==> src/hdl/mpa_pkg.sv <==
// mpa_pkg: shared types and constants for the median price aggregator
// depends on nothing
package mpa_pkg;
    localparam int MaxPub = 32;
    localparam int IdxW = $clog2(MaxPub);
    localparam int CntW = 6;

    typedef enum logic [1:0] {
        KIND_POST = 2'd0,
        KIND_AGG  = 2'd1,
        KIND_ADD  = 2'd2,
        KIND_DEL  = 2'd3
    } kind_t;

    typedef enum logic [2:0] {
        OUT_OK      = 3'd0,
        OUT_ZERO_ID = 3'd1,
        OUT_UNKNOWN = 3'd2,
        OUT_DUP     = 3'd3,
        OUT_FULL    = 3'd4
    } outcome_t;

    typedef struct packed {
        kind_t       kind;
        logic [63:0] id;
        logic [63:0] price;
        logic [63:0] conf;
        logic [7:0]  status;
        logic [63:0] slot;
    } item_t;

    typedef struct packed {
        outcome_t    outcome;
        logic [63:0] price;
        logic [63:0] conf;
        logic        trading;
        logic [63:0] pub_slot;
        logic [63:0] val_slot;
        logic [5:0]  count;
    } result_t;

    typedef enum logic [3:0] {
        ST_IDLE,
        ST_FIND,
        ST_DECIDE,
        ST_SCAN,
        ST_INS,
        ST_PICK,
        ST_PICK2,
        ST_AVG,
        ST_WRITE,
        ST_SHIFT,
        ST_DONE
    } state_t;

    // signed average, exact sum, truncated toward zero
    function automatic logic [63:0] avg_signed(input logic [63:0] a, input logic [63:0] b);
        logic [64:0] s;
        logic [64:0] h;
        s = {a[63], a} + {b[63], b};
        h = {s[64], s[64:1]};
        if (s[64] && s[0])
            h = h + 65'd1;
        return h[63:0];
    endfunction
endpackage

==> src/hdl/mpa_front.sv <==
// mpa_front: input queue that holds items for the engine
// depends on mpa_pkg
module mpa_front (
    input  logic                 clk,
    input  logic                 rst_n,
    input  logic                 push,
    output logic                 full,
    input  mpa_pkg::item_t       item_in,
    input  logic                 take,
    output logic                 avail,
    output mpa_pkg::item_t       item_out
);
    import mpa_pkg::*;

    item_t     q_reg [2];
    logic [1:0] cnt_reg;
    logic       wp_reg;
    logic       rp_reg;
    logic       wr;
    logic       rd;

    assign full = (cnt_reg == 2'd2);
    assign avail = (cnt_reg != 2'd0);
    assign item_out = q_reg[rp_reg];
    assign wr = push && !full;
    assign rd = take && avail;

    always_ff @(posedge clk)
    begin
        if (wr)
            q_reg[wp_reg] <= item_in;
    end

    always_ff @(posedge clk or negedge rst_n)
    begin
        if (!rst_n)
        begin
            cnt_reg <= 2'd0;
            wp_reg <= 1'b0;
            rp_reg <= 1'b0;
        end
        else
        begin
            if (wr)
                wp_reg <= !wp_reg;
            if (rd)
                rp_reg <= !rp_reg;
            cnt_reg <= cnt_reg + {1'b0, wr} - {1'b0, rd};
        end
    end

    assert property (@(posedge clk) disable iff (!rst_n) cnt_reg <= 2'd2)
        else $error("queue count overflow");
    assert property (@(posedge clk) disable iff (!rst_n) (cnt_reg == 2'd0) |-> !rd)
        else $error("read from empty queue");
    assert property (@(posedge clk) disable iff (!rst_n) (wr && !rd) |=> cnt_reg == $past(cnt_reg) + 2'd1)
        else $error("count did not advance");
endmodule

==> config.mk <==
export PLATFORM = sky130hd
export DESIGN_NAME = mpa_front
export DESIGN_NICKNAME = d
export VERILOG_FILES = /design/src/hdl/mpa_pkg.sv /design/src/hdl/mpa_front.sv
export SDC_FILE = /design/constraint.sdc
export NUM_CORES = 1
export LEC_CHECK = 0
export BUFFER_PORTS_ARGS = -buffer_cell sky130_fd_sc_hd__buf_2
export CORE_AREA = 2 2 211 213
export DETAILED_ROUTE_END_ITERATION = 6
export DIE_AREA = 0 0 213 215
export HOLD_SLACK_MARGIN = 0.15
export PLACE_DENSITY = 0.77
export SLEW_MARGIN = 20
export SYNTH_ARGS = -nofsm -noshare
export SYNTH_HDL_FRONTEND = slang
export SYNTH_SLANG_ARGS = --single-unit
==> constraint.sdc <==
create_clock -name clk -period 16.7 [get_ports clk]
set_input_delay 3.34 -clock clk [delete_from_list [all_inputs] [get_ports clk]]
set_output_delay 3.34 -clock clk [all_outputs]
set_load 0.02 [all_outputs]
**Yosys cells after proc, flatten, opt, wreduce, memory -nomap -nowiden**

Memories as Yosys holds them, arrays and structs flattened.
Index checks and enable logic that the tools add are counted.

- Flip-flop bits (word level): 4
- Bits in latches: 0
- Memory bits (writable): 532
- Memory bits (read-only): 0
- Input port bits: 270
- Word-level logic and storage cells: 15
- Memories kept: 1

- $add $sub $neg: 2
- Multipliers: 0
- Div/mod/pow operators: 0
- Order comparisons: 0
- Equal/unequal tests: 1
- Shift operators: 0
- Multiplexer cells: 2
- Bitwise operators: 0
- Reduce and logical (&&, ||, !) cells: 6

Memory list:

| memory | words | width | rd ports | clocked after Yosys merged registers in | write ports | line | text |
|---|---|---|---|---|---|---|---|
| q_reg | 2 | 266 | 1 | 0 | 1 | mpa_front.sv:15 | `item_t q_reg [2];` |

Operator list:

| kind | number |
|---|---|
| $logic_not A1 Y1 | 3 |
| $add A2 B1 Y2 | 1 |
| $eq A2 B2 Y1 const B | 1 |
| $logic_and A1 B1 Y1 | 2 |
| $mux W1 | 2 |
| $reduce_bool A2 Y1 | 1 |
| $sub A2 B1 Y2 | 1 |

**Logic depth before layout (Yosys ltp)**

- Word-level depth: 5
- Depth in mapped cells: 7

**Worst setup path before layout**

OpenSTA, ideal clock, no wires.

- Path type: input port to flip-flop
- Start point: input port push
- End point: memory q_reg[0][0] in the netlist's numbering (enable)
- Setup time: 0.898 ns
- Arrival: 14.450 ns
- Data required time: 15.802 ns
- Setup slack: 1.352 ns
- Cell stages on the path: 2
- Path buffers: 0
- Cells stage by stage: nand2_1 nor2_1

- Cells in the longest elaborated chain, start to end: 3

Ends and longest elaborated chain:

| what | line | text |
|---|---|---|
| start, declared | mpa_front.sv:6 | `input logic push,` |
| $logic_and A1 B1 Y1 | mpa_front.sv:25 | `assign wr = push && !full;` |
| $mux W1 | mpa_front.sv:30 | `if (wr)` |
| $mux W1 (implied by the code) | mpa_front.sv:31 | `q_reg[wp_reg] <= item_in;` |
| end, declared | mpa_front.sv:15 |  |

Every way passes these cells.

==> results by group <==
Synth
  • Mapped Avg Cell Area: 24.06 um^2
  • Synth Register Bits: 536
  • Synth top area share: 78.49%
  • Number of synthesized flops with an enable pin: 532
  • Syn Nets: 1,118
  • Fraction of registers with async set or reset after synthesis: 0.7463%
  • Yosys warning count: 0
  • Post-synthesis instance area: 20,350 um^2
  • Netlist cell types: 16
  • Register area share after synthesis: 78.98%
  • Main synth FF type: edfxtp_1
  • Post-Synthesis Cells: 846
  • Synth top area cells: edfxtp_1 78%, mux2_4 17%, mux2_2 2.0%
  • Yosys top cell by area: edfxtp_1
  • Top-count cell post-synth: edfxtp_1
  • Synth top cells by count: 532 x edfxtp_1, 230 x mux2_4, 36 x mux2_2

Floorplanning
  • Die span in y: 215 um
  • Initial Utilization: 46.64%
  • CORE AREA: 43,640 um^2
  • Std cell rows: 77
  • Die Area: 45,800 um^2
  • Num ports: 538
  • Die X: 213 um

STA
  • RSZ-0062 raised after global routing: no
  • Max_slew headroom: 25.75%
  • Clk_skew: 28.73 ps
  • Tcrit/Tclk final: 44.57%
  • Setup Total Neg Slack: 0 ps
  • Hold Slack: 525.1 ps
  • Final Worst Setup Slack: 9258 ps
  • Setup violators final: 0
  • Least-Margin Pin Slew: 1114 ps
  • Pins over their slew limit: 0
  • Post-route minimum period: 7442 ps
  • F_max: 0.1344 GHz
  • Hold Fails Final Rpt: 0

Global routing
  • Grt ovf: 0
  • Antenna violations before repair: 13
  • Vias in the first global route: 10,540
  • Total track usage: 17.81%
  • Largest net degree at the start of global routing: 76
  • First-pass GRT wire length: 61,190 um

Clock network
  • Clk buf depth: 3
  • TritonCTS clock tree: built
  • Clk_lat worst skew: 580 ps
  • CTS resizes: 0
  • CTS sink count: 536
  • Cts-stage hold buffer count: 0
  • CTS Buf Count: 51
  • Htree depth: 2
  • Clk root buf: clkbuf_16
  • Clock slew at reported path FFs: 60 ps
  • Setup repair bufs after CTS: 0

Worst setup path
  • Crit-path max FO: 61
  • Cells along the critical path: buf_4 > buf_4 > mux2_4 > buf_2
  • Reg2reg end: q_reg[1][61]$_DFFE_PP_
  • Max incr delay on CP: 990 ps
  • Worst reg-to-reg path cell count: 4
  • WP data arrival: 4100 ps
  • WP data required: 13,360 ps
  • Worst Setup Path Type: register to primary output
  • CP bufs+invs: 3
  • FF-to-FF Start: cnt_reg[1]$_DFF_PN0_
  • Startpoint class of the critical path: register
  • Crit end category: primary output
  • Flop2flop setup slack: 13,170 ps
  • CP max-delay cell: dfrtp_4
  • Critical path's top delay family: buffers and inverters
  • Crit-path most repeated cell: buf_4

Outcome
  • Status: complete, no violations

Layout
  • Finished Layout Cells: 2,060
  • Filler Cells Inserted: 3,305
  • Syn-to-layout area delta: 23.59%
  • Number of flip-flops in the largest register: 532
  • Nets: 1,689
  • Layout cells sized above 1: 60.91%
  • Util after Layout: 57.64%

Detailed routing
  • Final WL: 42,320 um
  • Vias per Instance: 4.852
  • Via Count: 9,996
  • DR iter-0 viols: 668
  • Drc violations: 0
  • WL/cell: 20.54 um
  • DR pass1 iterations: 6
  • Antenna Nets Post-Route: 0

Power
  • Combinational share of power: 35.2%
  • Worst VDD drop: 0.1266 mV
  • Seq pwr share: 41.8%
  • Clock network fraction of design power: 23.1%
  • Power Internal: 0.003154 W
  • Switching share of power: 32.56%
  • Sw power: 0.001523 W
  • P_leak: 10.00 nW
  • Pwr/cell area: 185.9 nW/um^2

Place
  • Pre-CTS WS: 9864 ps
  • Placer congestion estimate: 0.8601
  • Placed insts: 1,956
  • Detailed Place HPWL: 29,510 um
  • Buffers on Ports: 537

Min path
  • Min-Delay Startpoint: cnt_reg[0]$_DFF_PN0_
  • Hold path cells: 1
  • Hold endpoint: cnt_reg[0]$_DFF_PN0_
  • Hold WC Path Type: register to register

Run
  • Total of max-cap violations: 0
[metal layers]
layer | routed length [um] | vias up | track usage [%]
li1 | - | 4545 | -
met1 | 16020 | 4995 | 20.65
met2 | 21800 | 372 | 30.89
met3 | 3127 | 78 | 4.866
met4 | 1340 | 6 | 7.692
met5 | 38 | - | 0
[layout make-up]
cell class                      instances  area (um^2)  area share (%)
Sequential cell                       536        16080           63.92
Multi-Input combinational cell        278         3964           15.76
Timing Repair Buffer                  548         2770           11.01
Clock buffer                           62         1339           5.322
Tap cell                              592        740.7           2.945
Clock inverter                         32        229.0          0.9103
Antenna cell                           10        25.02         0.09948
Inverter                                2        7.507         0.02984
[power by group through the flow]
stage          Sequential [W]  Combinational, W  Clock [W]
6_report              0.00195           0.00165    0.00108
5_1_grt               0.00198           0.00174    0.00115
4_1_cts               0.00196           0.00167    0.00111
3_5_place_dp          0.00198           0.00166          0
3_3_place_gp          0.00197           0.00165          0
2_1_floorplan         0.00204           0.00126          0
[cells by family after synthesis]
kind of cell,synth area share [%]
xor gates and xnor gates,0.1722
adders and majority gates,0.1229
buffers and inverters,1.604
DFF,78.98
muxes,18.96
and+or+nand+nor,0.1599
[worst max path at each step]
stage | start | to | slack, ps | cells after the start
final | rp_reg$_DFFE_PN0P_ | item_out[84] | 9260 | 4
after global placement | rp_reg$_DFFE_PN0P_ | item_out[84] | 9940 | 4
after detailed placement | rp_reg$_DFFE_PN0P_ | item_out[84] | 9860 | 4
after global routing | rp_reg$_DFFE_PN0P_ | item_out[84] | 9070 | 4
after CTS | rp_reg$_DFFE_PN0P_ | item_out[84] | 9210 | 4
after floorplan | push | q_reg[0][0]$_DFFE_PP_ | 1350 | 2
[placed cells by master (no fill, tap or decap), types with 2 or more instances in the layout]
cell	netlist	routed
inv_1	2	2
bufinv_16	0	2
mux2_4	230	230
buf_2	3	537
ha_1	2	2
mux2_2	36	36
diode_2	0	10
inv_6	0	5
buf_4	0	11
clkinv_1	0	14
clkinv_2	0	8
dfrtp_1	4	3
xnor2_1	3	3
clkbuf_16	0	52
edfxtp_1	532	532
clkbuf_1	0	10
[worst reg2reg max path, stage by stage, from the launching register on]
cell and delay, ps:
dfrtp_1 400, nand2b_1 140, and3_4 780, buf_4 860
buf_4 890
[through the flow]
stage                     instance area [um^2]  power [W]
after floorplan                          20350   0.003298
after global placement                   23560   0.003618
after detailed placement                 23560   0.003646
after CTS                                25130   0.004731
after global routing                     25150   0.004871
final                                    25150   0.004677
Note: power is estimated with default switching activity, not from simulation.
